--- src/hdl/ssd_pkg.sv ---
// ----------------------------------------------------------------------------
// ssd_pkg
// Shared widths, pipeline stage indexes and types for the segment distance
// pipeline.
// ----------------------------------------------------------------------------
package ssd_pkg;

    localparam int COORD_W = 24;              // Q8.16 coordinate
    localparam int VEC_W   = COORD_W + 1;     // difference vectors, Q9.16
    localparam int PROD_W  = 2 * VEC_W;       // one term of a dot product
    localparam int COEF_W  = PROD_W + 2;      // sum of three terms
    localparam int Q_W     = 17;              // Q1.16 in [0, 1]
    localparam int FRAC_W  = 16;
    localparam int DIST_W  = 25;              // Q9.16 result

    localparam logic [Q_W-1:0] ONE_Q = Q_W'(1) << FRAC_W;

    // divider operand widths
    localparam int SDIV_W = COEF_W + 1;               // -c, b-c over a
    localparam int GDIV_W = 2 * COEF_W + 2;           // general s quotient
    localparam int BS_W   = COEF_W + Q_W + 1;         // b * s
    localparam int TDIV_W = BS_W + 2;                 // t quotient

    // closest point difference and its squared length
    localparam int COMP_W = VEC_W + Q_W + 3;
    localparam int SQ_W   = 2 * COMP_W + 2;
    localparam int RAD_W  = SQ_W - 32;
    localparam int SQRT_STEPS = RAD_W / 2;

    // latencies of the sub units (register stages)
    localparam int MUL_LAT = 2;
    localparam int DIV_LAT = FRAC_W + 1;

    // pipeline register indexes
    localparam int P_GEO    = 1;
    localparam int P_COEF   = 3;
    localparam int P_DIV1   = P_COEF + MUL_LAT + 1;
    localparam int P_SEL    = P_DIV1 + DIV_LAT;
    localparam int P_BS     = P_SEL + MUL_LAT;
    localparam int P_TN     = P_BS + 1;
    localparam int P_TSEL   = P_TN + DIV_LAT;
    localparam int P_ST     = P_TSEL + 1;
    localparam int P_PROD   = P_ST + 1;
    localparam int P_COMP   = P_PROD + 1;
    localparam int P_SQMUL  = P_COMP + MUL_LAT;
    localparam int P_SQ     = P_SQMUL + 1;
    localparam int LAT      = P_SQ + SQRT_STEPS;

    typedef struct packed {
        logic [2:0][VEC_W-1:0] d1;
        logic [2:0][VEC_W-1:0] d2;
        logic [2:0][VEC_W-1:0] r;
    } geo_t;

    typedef struct packed {
        logic signed [COEF_W-1:0] a;
        logic signed [COEF_W-1:0] b;
        logic signed [COEF_W-1:0] c;
        logic signed [COEF_W-1:0] e;
        logic signed [COEF_W-1:0] f;
    } coef_t;

    typedef struct packed {
        logic [Q_W-1:0] sg;
        logic [Q_W-1:0] s0;
        logic [Q_W-1:0] s1;
        logic           az;
        logic           ez;
    } sel_t;

    typedef struct packed {
        logic tneg;
        logic tgt;
    } tflag_t;

endpackage

--- src/hdl/ssd_div.sv ---
// ----------------------------------------------------------------------------
// ssd_div
// Pipelined clamped quotient n/d in Q1.16: 0 for n <= 0, 1.0 for n >= d,
// else one restoring step per stage.
// ----------------------------------------------------------------------------
module ssd_div #(
    parameter int W = 53
) (
    input  logic                        clk,
    input  logic                        en,
    input  logic signed [W-1:0]         n,
    input  logic signed [W-1:0]         d,
    output logic [ssd_pkg::Q_W-1:0]     q
);
    import ssd_pkg::*;

    logic [W-1:0]      rem_reg  [0:FRAC_W];
    logic [W-1:0]      rem_next [0:FRAC_W];
    logic [W-1:0]      d_reg    [0:FRAC_W];
    logic [FRAC_W-1:0] q_reg    [0:FRAC_W];
    logic [FRAC_W-1:0] q_next   [0:FRAC_W];
    logic              zero_reg [0:FRAC_W];
    logic              one_reg  [0:FRAC_W];
    logic [W:0]        rem2;
    logic [W:0]        dd;

    always_comb
    begin
        rem_next[0] = n;
        q_next[0]   = '0;
        rem2        = '0;
        dd          = '0;
        for (int i = 1; i <= FRAC_W; i++)
        begin
            rem2 = {rem_reg[i-1], 1'b0};
            dd   = {1'b0, d_reg[i-1]};
            if (rem2 >= dd)
            begin
                rem_next[i] = W'(rem2 - dd);
                q_next[i]   = {q_reg[i-1][FRAC_W-2:0], 1'b1};
            end
            else
            begin
                rem_next[i] = rem2[W-1:0];
                q_next[i]   = {q_reg[i-1][FRAC_W-2:0], 1'b0};
            end
        end
    end

    always_ff @(posedge clk)
    begin
        if (en)
        begin
            rem_reg[0]  <= rem_next[0];
            q_reg[0]    <= q_next[0];
            d_reg[0]    <= d;
            zero_reg[0] <= (n <= 0);
            one_reg[0]  <= (n >= d);
            for (int i = 1; i <= FRAC_W; i++)
            begin
                rem_reg[i]  <= rem_next[i];
                q_reg[i]    <= q_next[i];
                d_reg[i]    <= d_reg[i-1];
                zero_reg[i] <= zero_reg[i-1];
                one_reg[i]  <= one_reg[i-1];
            end
        end
    end

    always_comb
    begin
        if (zero_reg[FRAC_W])
            q = '0;
        else if (one_reg[FRAC_W])
            q = ONE_Q;
        else
            q = {1'b0, q_reg[FRAC_W]};
    end

endmodule

--- config.mk ---
export PLATFORM = sky130hd
export DESIGN_NAME = ssd_div
export DESIGN_NICKNAME = d
export VERILOG_FILES = /design/src/hdl/ssd_pkg.sv /design/src/hdl/ssd_div.sv
export SDC_FILE = /design/constraint.sdc
export NUM_CORES = 2
export LEC_CHECK = 0
export BUFFER_PORTS_ARGS = -buffer_cell sky130_fd_sc_hd__clkbuf_2
export CORE_UTILIZATION = 48
export CTS_CLUSTER_SIZE = 16
export DETAILED_ROUTE_END_ITERATION = 7
export PLACE_DENSITY = 0.61
export SKIP_LAST_GASP = 1
export SYNTH_ARGS = -nofsm -noshare
export SYNTH_HDL_FRONTEND = slang
export SYNTH_SLANG_ARGS = --single-unit
--- constraint.sdc ---
create_clock -name clk -period 4.5 [get_ports clk]
set_input_delay 0.9 -clock clk [delete_from_list [all_inputs] [get_ports clk]]
set_output_delay 0.9 -clock clk [all_outputs]
set_load 0.01 [all_outputs]
==> flow_metrics.tcl <==
set metrics [dict create \
    run_status "finished, final reports clean" \
    pleak_nw 54.1 \
    finalWirelength_mm 300 \
    detail_route.wl_per_cell_um 20.1 \
    place_congestion 1.03 \
    cts_tree "done" \
    maximum_fanout_along_the_worst_path 3 \
    final_count_of_negative_setup_slack_endpoints 0 \
    post_synthesis_sequential_area_ratio_pct 49.4 \
    worst_path_largest_cell_delay_ns 0.56 \
    detail-route-antenna-nets 0 \
    maxClockFrequency_ghz 0.225 \
    setup.worst_path.class "reg -> reg" \
    global_route.usage.met3_pct 2.48 \
    dr.pass1.iters 6 \
    vdd_drop_max_v 0.000374 \
    global_route.usage.met1_pct 23.1 \
    period_share_pct 98.6 \
    coreArea_sq_um 235000 \
    timing.critical_path.slowest_stage_cell "sky130_fd_sc_hd__nor4b_2" \
    grt.met2_usage_pct 49.5 \
    yosys_register_bits 1866 \
    rows 178 \
    postSynthNetCount 11985 \
    timing.critical_path.to_type "register" \
    root_buffer "sky130_fd_sc_hd__clkbuf_16" \
    transition_time_of_the_tightest_slew_check_pin_ns 1.22 \
    die-area_sq_um 238000 \
    finalPower_mw 93.8 \
    synth-main-ff-cell "sky130_fd_sc_hd__edfxtp_1" \
    grt_antenna_before_repair 6 \
    max-cap-violations 0 \
    tritoncts.num_buffers 208 \
    synth_cell_types 94 \
    clock_insertion_delay_worst_skew_ns 0.89 \
    netlist_area_sq_um 113000 \
    cts.path.max_buffers 3 \
    timing.final.max_slew_violations 0 \
    number_of_global_route_vias_before_repair 85415 \
    setup.reg_to_reg.worst_slack_ns 0.06 \
    total_of_buffers_placed_on_input_and_output_ports 124 \
    chipWidth_um 488 \
    timing.setup.tns_ns 0 \
    powerDensity_nw_per_um2 727 \
    starting_density_of_the_core_pct 48.3 \
    hold_viol_final 0 \
    gr-total-overflow 0 \
    grt_busiest_layer "met2" \
    grt_setup_unrepaired "yes" \
    yosys_warnings 0 \
    clkTransAtPathRegs_ns 0.06 \
    ctsHoldBuffers 0 \
    pin_count_of_the_biggest_net_entering_global_routing 88 \
    postSynth.asyncResetShare_pct 0 \
    final_common_cell "sky130_fd_sc_hd__edfxtp_1" \
    post_route_minimum_period_ns 4.44 \
    worstPathRequired_ns 5.17 \
    synthesis.area_per_instance_sq_um 10.3 \
    timing.critical_path.cells "buf_4, inv_1, ha_1, nor2b_1, o21a_1, o21ai_0, a21oi_1, nor4b_2, nor3_1, o21ai_1, a211oi_1, buf_4, o21ai_0, a21oi_1, buf_4, mux2_2, a311oi_1" \
    number_of_flops_mapped_to_enable_cells_by_yosys 1866 \
    final.setup_skew_ns 0.0697 \
    hpwlAfterDp_mm 238 \
    cts_sinks 1866 \
    cp.arrival_ns 5.11 \
    postPlaceCellArea_sq_um 122000 \
    grt_util_all_layers_pct 24.7 \
    remaining_drc_errors 0 \
    worstSetupStartpointType "register" \
    max-slew-margin-rel_pct 18.2 \
    cts-htree-levels 4 \
    finish.instance_area_sq_um 129000 \
    io-pin-count 125 \
    die_height_um 488 \
    detailroute.via_count 82648 \
    route.detailed.vias_per_inst 5.56 \
    area_added_between_synthesis_and_finish_pct 13.8 \
    violation_count_after_the_first_detailed_routing_iteration 4410 \
    post_layout_nets 12573 \
    cpMostUsedCell "sky130_fd_sc_hd__buf_4" \
    syn_inst_count 10962 \
    drive_gt1_share_pct 11.4 \
    layout_common_cells "1866 x sky130_fd_sc_hd__edfxtp_1, 1177 x sky130_fd_sc_hd__a21oi_1, 1092 x sky130_fd_sc_hd__inv_1" \
    postLayoutCoreUtil_pct 54.9 \
    grt_first_pass_wirelength_mm 458 \
    hold_path.class "in -> reg" \
]
-- worst max-delay path, delay by kind of cell (launching register included) --
kind,cells,cell delay (ns)
buffers and inverters,4,0.54
AND/OR/NAND/NOR,3,0.94
AO/OA/AOI/OAI,8,1.86
flip-flops,1,0.41
multiplexers,1,0.25
adder cells (fa/ha/maj),1,0.23
-- where the power goes --
part | internal (mW) | switching, mW
combinational | 20.6 | 27.7
clock | 9.62 | 7.04
sequential | 26.2 | 2.69
-- cell usage after synthesis, types with 46 or more instances --
cell	number	share of area, %
sky130_fd_sc_hd__and2_1	67	0.37
sky130_fd_sc_hd__inv_1	1093	3.6
sky130_fd_sc_hd__ha_1	900	9.9
sky130_fd_sc_hd__o211ai_1	46	0.30
sky130_fd_sc_hd__xor2_1	279	2.2
sky130_fd_sc_hd__o21a_1	98	0.65
sky130_fd_sc_hd__and3_1	66	0.36
sky130_fd_sc_hd__nor4_1	54	0.30
sky130_fd_sc_hd__nand2b_1	102	0.56
sky130_fd_sc_hd__mux2_2	167	1.7
sky130_fd_sc_hd__a21oi_1	1180	5.2
sky130_fd_sc_hd__nor2_1	753	2.5
sky130_fd_sc_hd__o31ai_1	50	0.33
sky130_fd_sc_hd__edfxtp_1	1866	49
sky130_fd_sc_hd__a31oi_1	105	0.58
sky130_fd_sc_hd__nor3_1	116	0.51
sky130_fd_sc_hd__clkbuf_1	302	1.0
sky130_fd_sc_hd__nand4_1	209	1.2
sky130_fd_sc_hd__o21bai_1	152	1.0
sky130_fd_sc_hd__xnor2_1	444	3.4
sky130_fd_sc_hd__a211oi_1	53	0.35
sky130_fd_sc_hd__nand2_1	792	2.6
sky130_fd_sc_hd__o21ai_0	728	3.2
sky130_fd_sc_hd__nor2b_1	134	0.74
sky130_fd_sc_hd__a21o_1	507	3.4
sky130_fd_sc_hd__nand3_1	156	0.69
-- repair_timing --
item | CTS | global route
gates resized for setup | 9 | 45
hold endpoints to repair | 0 | 0
pin swaps | 3 | 13
endpoints found under the setup margin | 137 | 311
cloned | 0 | 3
buffers inserted | 2 | 8
-- worst paths after layout --
| check | cells after the start | start | to |
|---|---|---|---|
| hold reg to reg | 0 | zero_reg[0][6] | zero_reg[0][7] |
| setup / recovery | 17 | d_reg[0][690] | rem_reg[0][789] |
| hold / removal | 1 | d[23] | d_reg[0][23] |
| setup reg to reg | 17 | d_reg[0][690] | rem_reg[0][789] |
-- routing by layer --
layer	vias to the layer above	part of all wire, %
li1	41046	-
met1	38783	35
met2	1999	55
met3	820	2.8
met4	0	7.7
met5	-	0
-- stage by stage --
stage / hold WS, ns / cells / setup WS (ns)
finish: 0.199 / 14875 / 0.0636
detailed placement: 0.405 / 14477 / -0.509
global route: 0.156 / 14874 / -0.167
global placement: 0.401 / 14477 / -0.438
floorplan: 0.400 / 10962 / 0.576
CTS: 0.122 / 14859 / -0.0288
-- area by class of cell --
type                    count  area, sq um
inverters                1094         4110
multi-input cells        7629        52200
clock inverters           133         1440
well taps                3150         3940
flip-flops and latches   1866        56000
fillers                 20220       106000
diodes                      5         12.5
repair buffers            751         5970
clock buffers             247         5350
-- cells by family (layout without fill, tap and decap cells) --
family / after synthesis / after routing / synth area share (%)
xor+xnor: 723 / 723 / 5.58
compound gates: 3212 / 3212 / 17.3
mux: 187 / 187 / 1.85
other cells: 0 / 5 / 0
fa+ha+maj: 915 / 915 / 10.2
flops: 1866 / 1866 / 49.4
buf+inv: 1467 / 2225 / 4.92
simple gates: 2592 / 2592 / 10.7
Power figures use the tool's default switching activity.
